## src/hw/rtl/whdfe_pkg.sv

```systemverilog
// ----------------------------------------------------------------------------
// whdfe_pkg: shared types and constants
// Payload structs, event codes and the command and status bundles that pass
// between the controller and the datapath of the window hit, drag and focus
// engine.
// ----------------------------------------------------------------------------
`default_nettype none

package whdfe_pkg;

	localparam int MAX_WINDOWS = 8;
	localparam int SLOT_W      = $clog2(MAX_WINDOWS);
	localparam int CNT_W       = $clog2(MAX_WINDOWS + 1);
	localparam int RANK_W      = SLOT_W;

	// geometry width: 16-bit edge plus 12-bit size plus insets, signed
	localparam int GW = 19;

	localparam int KEEP_VISIBLE      = 100;
	localparam int CLOSE_RIGHT_INSET = 20;
	localparam int CLOSE_SIZE        = 16;
	localparam int CLOSE_TOP_INSET   = 4;

	localparam int CFG_W = 13;

	typedef enum logic [2:0] {
		CFG_SCREEN_W   = 3'd0,
		CFG_SCREEN_H   = 3'd1,
		CFG_TITLE_H    = 3'd2,
		CFG_MIN_W      = 3'd3,
		CFG_MIN_H      = 3'd4
	} cfg_idx_t;

	typedef enum logic [1:0] {
		FN_MOUSE   = 2'd0,
		FN_CREATE  = 2'd1,
		FN_DESTROY = 2'd2
	} func_t;

	typedef enum logic [3:0] {
		EV_NONE       = 4'd0,
		EV_MOVED      = 4'd1,
		EV_HELD       = 4'd2,
		EV_RELEASED   = 4'd3,
		EV_CLOSED     = 4'd4,
		EV_DRAG_START = 4'd5,
		EV_FOCUSED    = 4'd6,
		EV_CREATED    = 4'd7,
		EV_FULL       = 4'd8,
		EV_DESTROYED  = 4'd9,
		EV_IGNORED    = 4'd10
	} event_t;

	typedef struct packed {
		logic [1:0]          func;
		logic signed [15:0]  pos_x;
		logic signed [15:0]  pos_y;
		logic                button_down;
		logic [11:0]         size_w;
		logic [11:0]         size_h;
		logic [2:0]          target_slot;
	} req_t;

	typedef struct packed {
		logic [3:0]          event_res;
		logic [2:0]          slot;
		logic signed [15:0]  win_x;
		logic signed [15:0]  win_y;
		logic                focus_valid;
		logic [2:0]          focus_slot;
		logic [3:0]          window_total;
	} rsp_t;

	typedef struct packed {
		logic load;
		logic scan_step;
		logic pick;
		logic exec;
	} cmd_t;

	typedef struct packed {
		logic need_scan;
		logic scan_last;
		logic rsp_busy;
	} sts_t;

endpackage

`default_nettype wire

```

## src/hw/rtl/whdfe_ctrl.sv

```systemverilog
// ----------------------------------------------------------------------------
// whdfe_ctrl: sequencing controller
// Accepts one item, runs the hit scan over all slots when the item needs it,
// then lets the datapath execute once the result register is free.
// ----------------------------------------------------------------------------
`default_nettype none

module whdfe_ctrl (
	input  wire              clk,
	input  wire              arst_n,
	input  wire              req_valid,
	output logic             req_ready,
	input  whdfe_pkg::sts_t  sts,
	output whdfe_pkg::cmd_t  cmd
);
	import whdfe_pkg::*;

	typedef enum logic [2:0] {
		S_IDLE,
		S_DECODE,
		S_SCAN,
		S_PICK,
		S_EXEC
	} state_t;

	state_t state_q;

	always_ff @(posedge clk or negedge arst_n) begin
		if (!arst_n) begin
			state_q <= S_IDLE;
		end else begin
			case (state_q)
				S_IDLE: begin
					if (req_valid) state_q <= S_DECODE;
				end
				S_DECODE: begin
					state_q <= sts.need_scan ? S_SCAN : S_EXEC;
				end
				S_SCAN: begin
					if (sts.scan_last) state_q <= S_PICK;
				end
				S_PICK: begin
					state_q <= S_EXEC;
				end
				S_EXEC: begin
					if (!sts.rsp_busy) state_q <= S_IDLE;
				end
				default: begin
					state_q <= S_IDLE;
				end
			endcase
		end
	end

	always_comb begin
		req_ready     = (state_q == S_IDLE);
		cmd.load      = (state_q == S_IDLE) && req_valid;
		cmd.scan_step = (state_q == S_SCAN);
		cmd.pick      = (state_q == S_PICK);
		cmd.exec      = (state_q == S_EXEC) && !sts.rsp_busy;
	end

endmodule

`default_nettype wire

```

## src/hw/rtl/whdfe_dp.sv

```systemverilog
// ----------------------------------------------------------------------------
// whdfe_dp: window table datapath
// Window table, config registers, hit scan, region tests, drag clamping,
// rank update and result register. Region tests read one shared index.
// ----------------------------------------------------------------------------
`default_nettype none

module whdfe_dp (
	input  wire                       clk,
	input  wire                       arst_n,
	input  wire                       cfg_we,
	input  wire [2:0]                 cfg_addr,
	input  wire [whdfe_pkg::CFG_W-1:0] cfg_data,
	input  whdfe_pkg::req_t           req,
	output whdfe_pkg::rsp_t           rsp,
	output logic                      rsp_valid,
	input  wire                       rsp_ready,
	input  whdfe_pkg::cmd_t           cmd,
	output whdfe_pkg::sts_t           sts
);
	import whdfe_pkg::*;

	function automatic logic signed [GW-1:0] sx16(input logic signed [15:0] v);
		return GW'(v);
	endfunction

	// configuration
	logic [12:0] screen_w_q, screen_h_q;
	logic [7:0]  title_h_q;
	logic [11:0] min_w_q, min_h_q;

	// window table
	logic                     live_q  [MAX_WINDOWS];
	logic signed [15:0]       left_q  [MAX_WINDOWS];
	logic signed [15:0]       top_q   [MAX_WINDOWS];
	logic [11:0]              wid_q   [MAX_WINDOWS];
	logic [11:0]              hgt_q   [MAX_WINDOWS];
	logic [RANK_W-1:0]        rank_q  [MAX_WINDOWS];

	logic [CNT_W-1:0]         count_q;
	logic                     drag_q;
	logic [SLOT_W-1:0]        drag_slot_q;
	logic signed [16:0]       grab_dx_q, grab_dy_q;
	logic                     prev_btn_q;
	logic                     focus_q;
	logic [SLOT_W-1:0]        focus_idx_q;

	// per item
	req_t                     item_q;
	logic [SLOT_W-1:0]        idx_q;
	logic                     need_scan_q;
	logic                     found_q;
	logic [SLOT_W-1:0]        best_slot_q;
	logic [RANK_W-1:0]        best_rank_q;
	rsp_t                     rsp_q;
	logic                     rsp_valid_q;

	// entry at the shared index
	logic                     cur_live;
	logic signed [15:0]       cur_left, cur_top;
	logic [11:0]              cur_w, cur_h;
	logic [RANK_W-1:0]        cur_rank;

	logic signed [GW-1:0] px, py, l, r, t, b, tb, bx, by;
	logic in_win, in_title, in_close;

	logic signed [GW-1:0] nx_raw, ny_raw, mx, my, nx_lo, ny_lo, nx, ny;

	logic [SLOT_W-1:0] free_idx;
	logic              free_ok;

	// execute controls
	logic                 dec_en;
	logic                 wr_create;
	logic                 wr_pos;
	logic                 wr_rank;
	logic [RANK_W-1:0]    rank_val;
	logic                 clr_live;
	logic [CNT_W-1:0]     count_d;
	logic                 drag_d;
	logic [SLOT_W-1:0]    drag_slot_d;
	logic                 set_grab;
	logic                 prev_btn_d;
	logic                 focus_d;
	logic [SLOT_W-1:0]    focus_idx_d;
	rsp_t                 rsp_d;
	logic                 clicked;

	assign cur_live = live_q[idx_q];
	assign cur_left = left_q[idx_q];
	assign cur_top  = top_q[idx_q];
	assign cur_w    = wid_q[idx_q];
	assign cur_h    = hgt_q[idx_q];
	assign cur_rank = rank_q[idx_q];

	always_comb begin
		px = sx16(item_q.pos_x);
		py = sx16(item_q.pos_y);
		l  = sx16(cur_left);
		t  = sx16(cur_top);
		r  = l + $signed(GW'(cur_w));
		b  = t + $signed(GW'(cur_h));
		tb = t + $signed(GW'(title_h_q));
		bx = r - GW'(CLOSE_RIGHT_INSET);
		by = t + GW'(CLOSE_TOP_INSET);
		in_win   = (px >= l) && (px < r) && (py >= t) && (py < b);
		in_title = (px >= l) && (px < r) && (py >= t) && (py < tb);
		in_close = (px >= bx) && (px < bx + GW'(CLOSE_SIZE)) &&
			(py >= by) && (py < by + GW'(CLOSE_SIZE));
	end

	// drag position, raised to zero first, then lowered to the bound
	always_comb begin
		nx_raw = px - GW'(grab_dx_q);
		ny_raw = py - GW'(grab_dy_q);
		mx     = $signed(GW'(screen_w_q)) - GW'(KEEP_VISIBLE);
		my     = $signed(GW'(screen_h_q)) - $signed(GW'(title_h_q));
		nx_lo  = (nx_raw < 0) ? '0 : nx_raw;
		ny_lo  = (ny_raw < 0) ? '0 : ny_raw;
		nx     = (nx_lo > mx) ? mx : nx_lo;
		ny     = (ny_lo > my) ? my : ny_lo;
	end

	// lowest free slot
	always_comb begin
		free_idx = '0;
		free_ok  = 1'b0;
		for (int i = MAX_WINDOWS - 1; i >= 0; i--) begin
			if (!live_q[i]) begin
				free_idx = SLOT_W'(i);
				free_ok  = 1'b1;
			end
		end
	end

	assign sts.need_scan = need_scan_q;
	assign sts.scan_last = (idx_q == SLOT_W'(MAX_WINDOWS - 1));
	assign sts.rsp_busy  = rsp_valid_q && !rsp_ready;

	always_comb begin
		dec_en      = 1'b0;
		wr_create   = 1'b0;
		wr_pos      = 1'b0;
		wr_rank     = 1'b0;
		rank_val    = cur_rank;
		clr_live    = 1'b0;
		count_d     = count_q;
		drag_d      = drag_q;
		drag_slot_d = drag_slot_q;
		set_grab    = 1'b0;
		prev_btn_d  = prev_btn_q;
		focus_d     = focus_q;
		focus_idx_d = focus_idx_q;
		clicked     = !item_q.button_down && prev_btn_q;
		rsp_d           = '0;
		rsp_d.event_res = EV_NONE;

		case (item_q.func)
			FN_CREATE: begin
				if (count_q >= CNT_W'(MAX_WINDOWS) || !free_ok) begin
					rsp_d.event_res = EV_FULL;
				end else begin
					wr_create   = 1'b1;
					wr_rank     = 1'b1;
					rank_val    = RANK_W'(count_q);
					count_d     = count_q + 1'b1;
					focus_d     = 1'b1;
					focus_idx_d = idx_q;
					rsp_d.event_res = EV_CREATED;
					rsp_d.slot      = 3'(idx_q);
					rsp_d.win_x     = item_q.pos_x;
					rsp_d.win_y     = item_q.pos_y;
				end
			end
			FN_DESTROY: begin
				if (int'(item_q.target_slot) < MAX_WINDOWS && cur_live) begin
					clr_live = 1'b1;
					dec_en   = 1'b1;
					count_d  = count_q - 1'b1;
					if (focus_q && focus_idx_q == idx_q) begin
						focus_d     = 1'b0;
						focus_idx_d = '0;
					end
					if (drag_q && drag_slot_q == idx_q) begin
						drag_d      = 1'b0;
						drag_slot_d = '0;
					end
					rsp_d.event_res = EV_DESTROYED;
					rsp_d.slot      = 3'(idx_q);
					rsp_d.win_x     = cur_left;
					rsp_d.win_y     = cur_top;
				end else begin
					rsp_d.event_res = EV_IGNORED;
				end
			end
			FN_MOUSE: begin
				if (drag_q) begin
					rsp_d.slot  = 3'(idx_q);
					rsp_d.win_x = cur_left;
					rsp_d.win_y = cur_top;
					if (item_q.button_down) begin
						if (16'(nx) != cur_left || 16'(ny) != cur_top) begin
							wr_pos          = 1'b1;
							rsp_d.event_res = EV_MOVED;
						end else begin
							rsp_d.event_res = EV_HELD;
						end
						rsp_d.win_x = 16'(nx);
						rsp_d.win_y = 16'(ny);
					end else begin
						drag_d          = 1'b0;
						drag_slot_d     = '0;
						rsp_d.event_res = EV_RELEASED;
					end
				end else begin
					prev_btn_d = item_q.button_down;
					if (clicked && found_q && in_close) begin
						clr_live = 1'b1;
						dec_en   = 1'b1;
						count_d  = count_q - 1'b1;
						if (focus_q && focus_idx_q == idx_q) begin
							focus_d     = 1'b0;
							focus_idx_d = '0;
						end
						rsp_d.event_res = EV_CLOSED;
						rsp_d.slot      = 3'(idx_q);
						rsp_d.win_x     = cur_left;
						rsp_d.win_y     = cur_top;
					end
					if (item_q.button_down && found_q) begin
						rsp_d.slot  = 3'(idx_q);
						rsp_d.win_x = cur_left;
						rsp_d.win_y = cur_top;
						// a press on the close box inside the title bar does nothing
						if (!in_title || !in_close) begin
							dec_en      = 1'b1;
							wr_rank     = 1'b1;
							rank_val    = RANK_W'(count_q - 1'b1);
							focus_d     = 1'b1;
							focus_idx_d = idx_q;
							if (in_title) begin
								set_grab        = 1'b1;
								drag_d          = 1'b1;
								drag_slot_d     = idx_q;
								rsp_d.event_res = EV_DRAG_START;
							end else begin
								rsp_d.event_res = EV_FOCUSED;
							end
						end
					end
				end
			end
			default: begin
				rsp_d.event_res = EV_IGNORED;
			end
		endcase

		rsp_d.focus_valid  = focus_d;
		rsp_d.focus_slot   = 3'(focus_idx_d);
		rsp_d.window_total = 4'(count_d);
	end

	// control and small state
	always_ff @(posedge clk or negedge arst_n) begin
		if (!arst_n) begin
			screen_w_q  <= 13'd1024;
			screen_h_q  <= 13'd768;
			title_h_q   <= 8'd24;
			min_w_q     <= 12'd100;
			min_h_q     <= 12'd60;
			for (int i = 0; i < MAX_WINDOWS; i++) live_q[i] <= 1'b0;
			count_q     <= '0;
			drag_q      <= 1'b0;
			drag_slot_q <= '0;
			grab_dx_q   <= '0;
			grab_dy_q   <= '0;
			prev_btn_q  <= 1'b0;
			focus_q     <= 1'b0;
			focus_idx_q <= '0;
			need_scan_q <= 1'b0;
			found_q     <= 1'b0;
			rsp_valid_q <= 1'b0;
		end else begin
			if (cfg_we) begin
				case (cfg_addr)
					CFG_SCREEN_W: screen_w_q <= cfg_data;
					CFG_SCREEN_H: screen_h_q <= cfg_data;
					CFG_TITLE_H:  title_h_q  <= cfg_data[7:0];
					CFG_MIN_W:    min_w_q    <= cfg_data[11:0];
					CFG_MIN_H:    min_h_q    <= cfg_data[11:0];
					default: ;
				endcase
			end

			if (cmd.load) begin
				need_scan_q <= (req.func == FN_MOUSE) && !drag_q &&
					(req.button_down || prev_btn_q);
				found_q <= 1'b0;
			end

			if (cmd.scan_step && cur_live && in_win &&
				(!found_q || cur_rank > best_rank_q)) begin
				found_q <= 1'b1;
			end

			// a new result may replace one taken in the same cycle
			if (cmd.exec) rsp_valid_q <= 1'b1;
			else if (rsp_ready) rsp_valid_q <= 1'b0;

			if (cmd.exec) begin
				if (wr_create) live_q[idx_q] <= 1'b1;
				if (clr_live)  live_q[idx_q] <= 1'b0;
				count_d_apply: begin
					count_q <= count_d;
				end
				drag_q      <= drag_d;
				drag_slot_q <= drag_slot_d;
				if (set_grab) begin
					grab_dx_q <= 17'(px - l);
					grab_dy_q <= 17'(py - t);
				end
				prev_btn_q  <= prev_btn_d;
				focus_q     <= focus_d;
				focus_idx_q <= focus_idx_d;
			end
		end
	end

	// payload registers: table entries, item, scan bookkeeping, result
	always_ff @(posedge clk) begin
		if (cmd.load) begin
			item_q <= req;
			case (req.func)
				FN_DESTROY: idx_q <= SLOT_W'(req.target_slot);
				FN_CREATE:  idx_q <= free_idx;
				default:    idx_q <= drag_q ? drag_slot_q : '0;
			endcase
		end

		if (cmd.scan_step) begin
			if (cur_live && in_win && (!found_q || cur_rank > best_rank_q)) begin
				best_slot_q <= idx_q;
				best_rank_q <= cur_rank;
			end
			if (idx_q != SLOT_W'(MAX_WINDOWS - 1)) idx_q <= idx_q + 1'b1;
		end

		if (cmd.pick && found_q) idx_q <= best_slot_q;

		if (cmd.exec) begin
			for (int i = 0; i < MAX_WINDOWS; i++) begin
				if (dec_en && live_q[i] && SLOT_W'(i) != idx_q && rank_q[i] > cur_rank)
					rank_q[i] <= rank_q[i] - 1'b1;
			end
			if (wr_rank) rank_q[idx_q] <= rank_val;
			if (wr_create) begin
				left_q[idx_q] <= item_q.pos_x;
				top_q[idx_q]  <= item_q.pos_y;
				wid_q[idx_q]  <= (item_q.size_w < min_w_q) ? min_w_q : item_q.size_w;
				hgt_q[idx_q]  <= (item_q.size_h < min_h_q) ? min_h_q : item_q.size_h;
			end
			if (wr_pos) begin
				left_q[idx_q] <= 16'(nx);
				top_q[idx_q]  <= 16'(ny);
			end
			rsp_q <= rsp_d;
		end
	end

	assign rsp       = rsp_q;
	assign rsp_valid = rsp_valid_q;

endmodule

`default_nettype wire

```

## src/hw/rtl/window_hit_drag_focus_engine.sv

```systemverilog
// Sequence: create, destroy and drag steps go from decode straight to execute;
// a mouse sample needing a hit test scans all slots first, one slot per cycle.
// Throughput: one item at a time; next item accepted the cycle after the result
// is registered, as long as the result register can take it.
// Reset (arst_n low, asynchronous): no live windows, no focus, no drag,
// configuration at its default values. No clearing pass.
// ----------------------------------------------------------------------------
// window_hit_drag_focus_engine: top level
// Window table with hit testing, close box, title bar drag and focus raise.
// ----------------------------------------------------------------------------
`default_nettype none

module window_hit_drag_focus_engine (
	input  wire                        clk,
	input  wire                        arst_n,
	input  wire                        cfg_we,
	input  wire [2:0]                  cfg_addr,
	input  wire [whdfe_pkg::CFG_W-1:0] cfg_data,
	input  wire                        req_valid,
	output logic                       req_ready,
	input  whdfe_pkg::req_t            req,
	output logic                       rsp_valid,
	input  wire                        rsp_ready,
	output whdfe_pkg::rsp_t            rsp
);
	import whdfe_pkg::*;

	cmd_t cmd;
	sts_t sts;

	whdfe_ctrl u_ctrl (
		.clk       (clk),
		.arst_n    (arst_n),
		.req_valid (req_valid),
		.req_ready (req_ready),
		.sts       (sts),
		.cmd       (cmd)
	);

	whdfe_dp u_dp (
		.clk       (clk),
		.arst_n    (arst_n),
		.cfg_we    (cfg_we),
		.cfg_addr  (cfg_addr),
		.cfg_data  (cfg_data),
		.req       (req),
		.rsp       (rsp),
		.rsp_valid (rsp_valid),
		.rsp_ready (rsp_ready),
		.cmd       (cmd),
		.sts       (sts)
	);

endmodule

`default_nettype wire

```

## config.mk

```make
export PLATFORM = sky130hd
export DESIGN_NAME = window_hit_drag_focus_engine
export DESIGN_NICKNAME = d
export VERILOG_FILES = /design/src/hw/rtl/whdfe_pkg.sv /design/src/hw/rtl/whdfe_ctrl.sv /design/src/hw/rtl/whdfe_dp.sv /design/src/hw/rtl/window_hit_drag_focus_engine.sv
export SDC_FILE = /design/constraint.sdc
export NUM_CORES = 1
export LEC_CHECK = 0
export BUFFER_PORTS_ARGS = -buffer_cell sky130_fd_sc_hd__buf_2
export CAP_MARGIN = 20
export CORE_MARGIN = 2
export CORE_UTILIZATION = 40
export CTS_CLUSTER_DIAMETER = 80
export DETAILED_ROUTE_END_ITERATION = 8
export PLACE_DENSITY = 0.61
export SLEW_MARGIN = 20
export SYNTH_ARGS = -nofsm -noshare
export SYNTH_HDL_FRONTEND = slang
export SYNTH_HIERARCHICAL = 1
export SYNTH_SLANG_ARGS = --single-unit
```

## constraint.sdc

```tcl
create_clock -name clk -period 13.5 [get_ports clk]
set_clock_uncertainty 0.1 [all_clocks]
set_input_delay 1.35 -clock clk [delete_from_list [all_inputs] [get_ports clk]]
set_output_delay 1.35 -clock clk [all_outputs]
set_load 0.01 [all_outputs]
```

# After elaboration in Yosys (flattened, before gate mapping)

Memories as Yosys holds them, arrays and structs flattened. A register that Yosys moved wholly into a read port is not among the register bits.
Index checks and enable logic that the tools add are counted.

$add $sub $neg: 24
Order comparisons: 27
Equal/unequal tests: 34
Muxes and demuxes: 156
Bitwise logic cells: 7
Reduce and logical (&&, ||, !) cells: 81

Operators by type and width:

| cell                                                        | number |
|---|---|
| two-way mux 3 bit                                           | 36 |
| one-hot mux 35 bit (3 select lines)                         | 1 |
| two-way mux 1 bit                                           | 79 |
| two-way mux 38 bit                                          | 2 |
| two-way mux 35 bit                                          | 2 |
| two-way mux 16 bit                                          | 4 |
| less-than comparator 16 x 17 -> 1 bit                       | 3 |
| logical AND 1 bit                                           | 49 |
| two-way mux 39 bit                                          | 1 |
| > comparator 19 x 14 -> 1 bit                               | 2 |
| less-than comparator 16 x 19 -> 1 bit                       | 2 |
| two-way mux 19 bit                                          | 2 |
| less-than comparator 18 x 1 -> 1 bit, second input constant | 2 |
| subtractor 16 x 17 -> 18 bit                                | 2 |
| adder 16 x 13 -> 17 bit                                     | 2 |
| subtractor 16 x 16 -> 17 bit                                | 2 |
| >= comparator 16 bit                                        | 2 |
| two-way mux 32 bit                                          | 1 |
| inequality test 16 bit                                      | 2 |
| > comparator 3 bit                                          | 9 |
| less-than comparator 12 bit                                 | 2 |
| two-way mux 12 bit                                          | 2 |
| two-way mux 8 bit                                           | 3 |
| one-hot mux 4 bit (3 select lines)                          | 2 |
| 53 further kinds                                            | 115 |

Bits in registers: 234
Bits in writable memories: 472
Input port bits: 83
Output and inout port bits: 49
Logic and storage cells: 375
Memories kept: 5

Memory list:

| name        | words | bits a word | read ports | clocked after memory_dff | write ports | line           | source |
|---|---|---|---|---|---|---|---|
| u_dp.left_q | 8     | 16          | 1          | 1                        | 1           | whdfe_dp.sv:34 | `logic signed [15:0] left_q [MAX_WINDOWS];` |
| u_dp.top_q  | 8     | 16          | 1          | 1                        | 1           | whdfe_dp.sv:35 | `logic signed [15:0] top_q [MAX_WINDOWS];` |
| u_dp.hgt_q  | 8     | 12          | 1          | 1                        | 1           | whdfe_dp.sv:37 | `logic [11:0] hgt_q [MAX_WINDOWS];` |
| u_dp.wid_q  | 8     | 12          | 1          | 1                        | 1           | whdfe_dp.sv:36 | `logic [11:0] wid_q [MAX_WINDOWS];` |
| u_dp.rank_q | 8     | 3           | 9          | 1                        | 9           | whdfe_dp.sv:38 | `logic [RANK_W-1:0] rank_q [MAX_WINDOWS];` |

# Longest topological paths before layout

Gate-level depths: netlist of the first run.

Depth in word-level cells: 19
Gate-level depth with buffers: 40
Mapped depth without buffers: 34

# Hierarchy

Netlist of the first run, hierarchy kept.

By module, submodules not included:

| module     | times used | cells each | area each (um^2) | seq. area each (um^2) |
|---|---|---|---|---|
| whdfe_dp   | 1          | 3663       | 41543.6          | 20514.7 |
| whdfe_ctrl | 1          | 17         | 177.7            | 75.1 |

# Worst setup path after synthesis of the first run

OpenSTA, ideal clock, no wires.

Kind: input port to flip-flop
Start point: input rsp_ready
End point: memory u_dp.left_q[0][0] (enable)
Setup time: 0.470 ns
Data arrival time: 10.731 ns
Data required time: 12.930 ns
Slack: 2.199 ns
Stages on the path: 6
Buffers on the path: 1
Path through: nor2b_1 nor4b_1 nand2_1 and2_1 buf_1 a211oi_1

RTL lines:

| what        | line                               | source |
|---|---|---|
| from (decl) | window_hit_drag_focus_engine.sv:23 | `input wire rsp_ready,` |
| to (decl)   | whdfe_dp.sv:34                     |  |

==> results of run 1 <==
-- state kept, by name, summed over array words and instances, names as in the netlist, 13 cells and up --
signal	cells
u_dp/wid_q	96
u_dp/screen_w_q	13
u_dp/item_q	59
u_dp/left_q	128
u_dp/grab_dx_q	17
u_dp/screen_h_q	13
u_dp/grab_dy_q	17
u_dp/rsp	47
u_dp/rank_q	24
u_dp/top_q	128
u_dp/hgt_q	96
-- worst register-to-register path: cells and delay by family, from the launching register on --
family                   cells  cell delay (ns)
adder cells (fa/ha/maj)      2             0.69
flip-flops                   1             0.65
XOR/XNOR                     1             0.42
AO/OA/AOI/OAI               12             3.90
buffers and inverters        2             0.96
AND/OR/NAND/NOR             12             3.46
-- through the flow --
step           instance area (um^2)  hold slack [ns]
4_1_cts                       46710           0.3604
2_1_floorplan                 41720           0.3338
5_1_grt                       46730           0.3746
6_report                      46730           0.3609
3_5_place_dp                  44120           0.3438
3_3_place_gp                  44110           0.3424
-- how the worst max path moves through the flow --
stage	end	slack (ns)	start
floorplan	u_dp/left_q[0][0]	2.20	rsp_ready
global placement	u_dp/rank_q[4][0]	2.83	u_dp/idx_q[2]
detailed placement	u_dp/rank_q[2][0]	3.14	u_dp/idx_q[1]
CTS	u_dp/rank_q[2][0]	3.09	u_dp/idx_q[1]
global route	u_dp/rank_q[0][0]	2.08	u_dp/idx_q[1]
finish	u_dp/rank_q[2][0]	2.98	u_dp/idx_q[1]
-- placed cells by master, fill, tap and decap left out, types with 48 or more instances in the layout --
master / instances
a21o_1: 81
a21oi_1: 148
a22oi_1: 134
buf_2: 130
buf_4: 68
clkbuf_16: 81
dfrtp_1: 107
edfxtp_1: 584
ha_1: 313
inv_1: 244
mux2_2: 69
mux2i_1: 76
nand2_1: 252
nand3_1: 126
nand4_1: 70
nor2_1: 137
nor2b_1: 48
nor3_1: 53
o21a_1: 50
o21ai_0: 143
xnor2_1: 131
-- kinds of logic (layout without fill, tap and decap cells) --
logic type	Yosys count	in the layout
DFF	706	706
AOI/OAI and AO/OA	1003	1003
other	0	2
xor gates and xnor gates	173	173
buffers and inverters	405	595
and+or+nand+nor	888	888
muxes	180	180
adders and majority gates	325	325
-- per-layer routing --
| metal | vias up | GRT usage (%) |
|---|---|---|
| li1 | 14410 | - |
| met1 | 15690 | 34.48 |
| met2 | 1366 | 40.20 |
| met3 | 227 | 3.627 |
| met4 | 2 | 7.868 |
| met5 | - | 0 |
-- layout make-up --
cell class	count	area, um^2
diodes	2	5.005
clock buffers	97	2107
clock inverters	46	480.5
fillers	9479	56760
inverters	253	949.7
multi-input cells	2569	19690
flip-flops and latches	706	20600
well taps	1380	1727
repair buffers	199	1172
==> metrics.md, run 1 <==
| Metric | Value |
|---|---|
| Final hold vios | `0` |
| Pin count of the biggest net entering global routing | `63` |
| Number of synthesized flops with an enable pin | `584` |
| Synthesized area | `41720 um^2` |
| Worst slew pin tran | `1.214 ns` |
| Die Y | `327.0 um` |
| Worst-case setup margin in the final layout | `2.981 ns` |
| # setup viols final | `0` |
| Input/output buffers | `131` |
| Die Wd | `327.0 um` |
| TritonRoute pass-1 iters | `8` |
| Portion of synthesized cell area occupied by the leading cell type | `42.03%` |
| Top delay family on crit path | `compound AO/OA/AOI/OAI gates` |
| Critical path's largest stage delay | `0.91 ns` |
| Post-detail-place hpwl | `96.84 mm` |
| Top metal layer carrying routed signals | `met5` |
| Number of buffers inserted for hold repair after clock tree synthesis | `0` |
| Total met3 wirelength after detailed routing | `9.912 mm` |
| Routed Antenna Nets | `0` |
| Aggregate global-route resource usage | `24.87%` |
| Total global routing overflow | `0` |
| Largest family of logic cells by synthesized area | `compound AO/OA/AOI/OAI gates` |
| Critical Path Source Type | `flip-flop` |
| Initial detailed-routing violation count | `3290` |
| Signed area change from the synthesized netlist to the final layout | `12.01%` |
| Die area | `106900 um^2` |
| Placed Cells | `5107` |
| Dominant synthesized flop cell | `edfxtp_1` |
| Standard-cell row count | `118` |
| DR vias/cell | `6.034` |
| Multiplexer fraction of the synthesized cell area | `5.170%` |
| Residual DRC | `0` |
| CTS sink cnt | `706` |
| Worst min path class | `flip-flop to flip-flop` |
| Buffer levels on the longest clock path | `3` |
| Final Non-Filler Cells | `5252` |
| Final routed wirelength across all metal layers | `135.9 mm` |
| Min-Delay Startpoint | `u_dp/best_slot_q[2]` |
| Final total negative setup slack | `0 ns` |
| Via total after detailed routing | `31690` |
| Biggest area consumer among synthesized cells | `edfxtp_1` |
| Worst R2R Setup Slack | `2.98 ns` |
| Share of flip-flops with an asynchronous set or reset | `16.86%` |
| Worst-case hold path end point | `u_dp/idx_q[2]` |
| Post-Syn Instances | `3680` |
| Clock-pin slew reported for the worst setup and hold paths after clock tree synthesis | `0.06 ns` |
| Endpoint class of the critical path | `flip-flop` |
| Reg-to-reg startpoint | `u_dp/idx_q[1]` |
| Leading cell type by number of instances after synthesis | `edfxtp_1` |
| Most used cell along the critical path | `nand2_1` |
| Post-Place Worst Slack | `3.141 ns` |
| RSZ-0062 raised after global routing | `false` |
| Result of the run | `complete, no violations` |
| Largest fanout on the critical path | `29` |
| Tcrit/Tclk final | `77.92%` |
| CTS Root Cell | `clkbuf_16` |
| Synth cell types | `110` |
| Share of synthesized area occupied by flip-flops and latches | `49.35%` |
| Post-synthesis register bit count | `706` |
| # Max-Cap Violations | `0` |
| Finished Core Util | `45.15%` |
| Detail Route met2 WL | `62.40 mm` |
| Critical path buffer and inverter count | `2` |
| Buffers inserted by post-CTS timing repair | `0` |
| Length in cells of the worst reg-to-reg path | `29` |
| Required time of the worst setup path | `13.70 ns` |
| Initial antenna violation count | `4` |
| Ports | `132` |
| Number of warning messages in the yosys log | `6` |
| Relative slew slack | `18.86%` |
| Data arrival time of the worst path | `10.72 ns` |
| Nets in the synthesized netlist | `4086` |
| Post-synthesis compound-gate area fraction | `17.24%` |
| WS Path Type | `flip-flop to flip-flop` |
| Simple-gate area share of the yosys netlist | `10.73%` |
| First-pass GRT wire length | `198.6 mm` |
| CTS tree | `done` |
| Count of final max-slew check failures | `0` |
| XOR/XNOR share of the synthesized area | `3.665%` |
| Post-cts gate resize count | `0` |
| Detailed-route wire length per cell | `25.87 um` |
| Number of buffers added by the clock tree synthesis step | `79` |
| Number of cells on the worst hold path | `1` |
| Final net count | `4214` |
| Detailed-routing wirelength on met1 | `59.15 mm` |
| Area of the core | `103500 um^2` |
| Crit-path slowest cell | `nor3b_4` |
| Maximum clock frequency | `95.06 MHz` |
| Share of post-route cells with drive strength above 1 | `13.05%` |
| Adder-cell share of the synthesized area | `9.879%` |
| Leading cell types by total area after synthesis | `edfxtp_1 (42%), ha_1 (9.4%), dfrtp_1 (6.4%)` |
| Number of global-route vias before repair | `30130` |
| Worst R2R End | `u_dp/rank_q[2][0]` |
| Gp weighted congestion | `0.9986` |
| Final min period | `10.52 ns` |
| Worst skew pair latency | `0.66 ns` |
| Post-synthesis area per instance | `11.34 um^2` |
| Leading post-synthesis cells by instance count | `edfxtp_1 (584), ha_1 (315), nand2_1 (252), inv_1 (244), a21oi_1 (150)` |
| Worst path depth | `29` |
| Level count of the clock H-tree | `3` |
| Initial standard-cell utilization of the core | `40.31%` |
Power of run 1 is not shown: default switching activity piles up to over one toggle a cycle in this logic, so the estimate is an artifact.
==> inputs of run 2 (changes only) <==
- clock period: 13.5 -> 10.3 ns (I/O delays scaled with it)
==> metrics.md, run 2 (synthesis results as in run 1) <==
| Metric | Value |
|---|---|
| Most common library cell in the layout ignoring fill and taps | `edfxtp_1` |
| Die area | `106900 um^2 (unchanged)` |
| Residual DRC | `0 (unchanged)` |
| Routed Antenna Nets | `0 (unchanged)` |
| WS Path Type | `flip-flop to flip-flop` |
| Crit-path slowest cell | `dfxtp_4` |
| Critical Path Source Type | `flip-flop` |
| Final Non-Filler Cells | `5291 (+0.74%)` |
| Final min period | `9.650 ns (-0.8691 ns)` |
| Buffer levels on the longest clock path | `3 (unchanged)` |
| Buffers inserted by post-CTS timing repair | `0 (unchanged)` |
| Data arrival time of the worst path | `9.95 ns (-0.77 ns)` |
| RSZ-0062 raised after global routing | `false` |
| Final hold vios | `0 (unchanged)` |
| Standard-cell row count | `118 (unchanged)` |
| Area of the core | `103500 um^2 (unchanged)` |
| CTS sink cnt | `706 (unchanged)` |
| Initial antenna violation count | `11 (+7)` |
| Commonest cells after routing, fill and taps aside | `edfxtp_1 (584), ha_1 (314), nand2_1 (252)` |
| Count of final max-slew check failures | `0 (unchanged)` |
| Ports | `132 (unchanged)` |
| Input/output buffers | `131 (unchanged)` |
| Placed Cells | `5139 (+0.63%)` |
| Final routed wirelength across all metal layers | `137.5 mm (+1.2%)` |
| Detailed-route wire length per cell | `25.99 um (+0.46%)` |
| Aggregate global-route resource usage | `25.25% (+0.38 points)` |
| Largest fanout on the critical path | `31 (+6.9%)` |
| Tcrit/Tclk final | `93.69% (+16 points)` |
| First-pass GRT wire length | `201.6 mm (+1.5%)` |
| Signed area change from the synthesized netlist to the final layout | `13.17%` |
| Worst slack on hold paths | `0.2335 ns (-0.1275 ns)` |
| # setup viols final | `0 (unchanged)` |
| Clock-pin slew reported for the worst setup and hold paths after clock tree synthesis | `0.06 ns (about the same)` |
| Worst min path class | `primary input to asynchronous set/reset pin` |
| Level count of the clock H-tree | `3 (unchanged)` |
| CTS tree | `done` |
| Relative slew slack | `23.54% (+4.7 points)` |
| Worst slew pin tran | `1.115 ns (-0.09901 ns)` |
| Initial detailed-routing violation count | `3053 (-7.2%)` |
| # Max-Cap Violations | `0 (unchanged)` |
| Total global routing overflow | `0 (unchanged)` |
| Worst skew pair latency | `0.69 ns (+0.03 ns)` |
| Endpoint class of the critical path | `flip-flop` |
| Post-detail-place hpwl | `100.1 mm (+3.3%)` |
| Number of global-route vias before repair | `30070 (-0.20%)` |
| CTS Root Cell | `clkbuf_16` |
| TritonRoute pass-1 iters | `6 (-2)` |
| Number of buffers added by the clock tree synthesis step | `83 (+5.1%)` |
| DR vias/cell | `6.031 (about the same)` |
| Via total after detailed routing | `31910 (+0.69%)` |
| Pin count of the biggest net entering global routing | `66 (+4.8%)` |
| Largest registers | `u_dp/left_q (128), u_dp/top_q (128)` |
| Result of the run | `complete, no violations` |
| Share of post-route cells with drive strength above 1 | `13.99% (+0.94 points)` |
| Final net count | `4250 (+0.85%)` |
| Finished Core Util | `45.62% (+0.47 points)` |
| Final total negative setup slack | `0 ns (unchanged)` |
| Die Wd | `327.0 um (unchanged)` |
| Initial standard-cell utilization of the core | `40.31% (unchanged)` |
| Maximum clock frequency | `103.6 MHz (+9.0%)` |
| # diodes | `0 (-2)` |
| Required time of the worst setup path | `10.60 ns (-3.10 ns)` |
| Critical path's largest stage delay | `0.63 ns (-0.28 ns)` |
| Gp weighted congestion | `0.9579 (-4.1%)` |
| Length in cells of the worst reg-to-reg path | `32 (+10%)` |
| Die Y | `327.0 um (unchanged)` |
-- run 2: repair_timing --
item / in CTS / in global routing
endpoints found under the setup margin: 0 / 35
hold buffers: 0 / 0
gates resized for setup: 0 / 4
-- run 2: metrics by stage --
step	worst slack (ns)	instance area [um^2]
6_report	0.6497	47220
3_5_place_dp	0.6039	44380
3_3_place_gp	0.7886	44370
2_1_floorplan	1.770	41730
5_1_grt	0.03535	47220
4_1_cts	0.5787	47170
-- run 2: layer usage --
metal / track usage [%] / wire length [um] / up-vias
met2: 41.08 / 64040 / 1385
met5: 0 / 32 / -
met4: 7.270 / 4058 / 4
li1: - / - / 14500
met3: 4.124 / 10490 / 225
met1: 34.79 / 58880 / 15800
-- run 2: area by class of cell --
type | count | area (um^2)
multi-input cells | 2569 | 19720
clock inverters | 52 | 630.6
clock buffers | 100 | 2161
flip-flops and latches | 706 | 20600
well taps | 1380 | 1727
fillers | 9467 | 56280
inverters | 253 | 949.7
repair buffers | 231 | 1425
-- run 2: critical path, delay by kind of cell (launching register included) --
family | cells | cell delay [ns]
muxes | 2 | 0.36
adders and majority gates | 3 | 0.89
and+or+nand+nor | 9 | 2.22
DFF | 1 | 0.63
xor gates and xnor gates | 2 | 0.35
buffers and inverters | 3 | 0.69
AOI/OAI and AO/OA | 13 | 4.08
-- run 2: final timing paths --
check,start,to,slack [ns]
setup / recovery,u_dp/idx_q[1],u_dp/rank_q[4][2],0.65
hold / removal,arst_n,u_dp/grab_dx_q[16],0.23
setup reg to reg,u_dp/idx_q[1],u_dp/rank_q[4][2],0.65
hold reg to reg,u_dp/best_slot_q[0],u_dp/idx_q[0],0.39
max in group asynchronous,arst_n,u_dp/min_w_q[3],8.47
min in group clk,u_dp/best_slot_q[0],u_dp/idx_q[0],0.39
Power of run 2 is left out for the same reason.
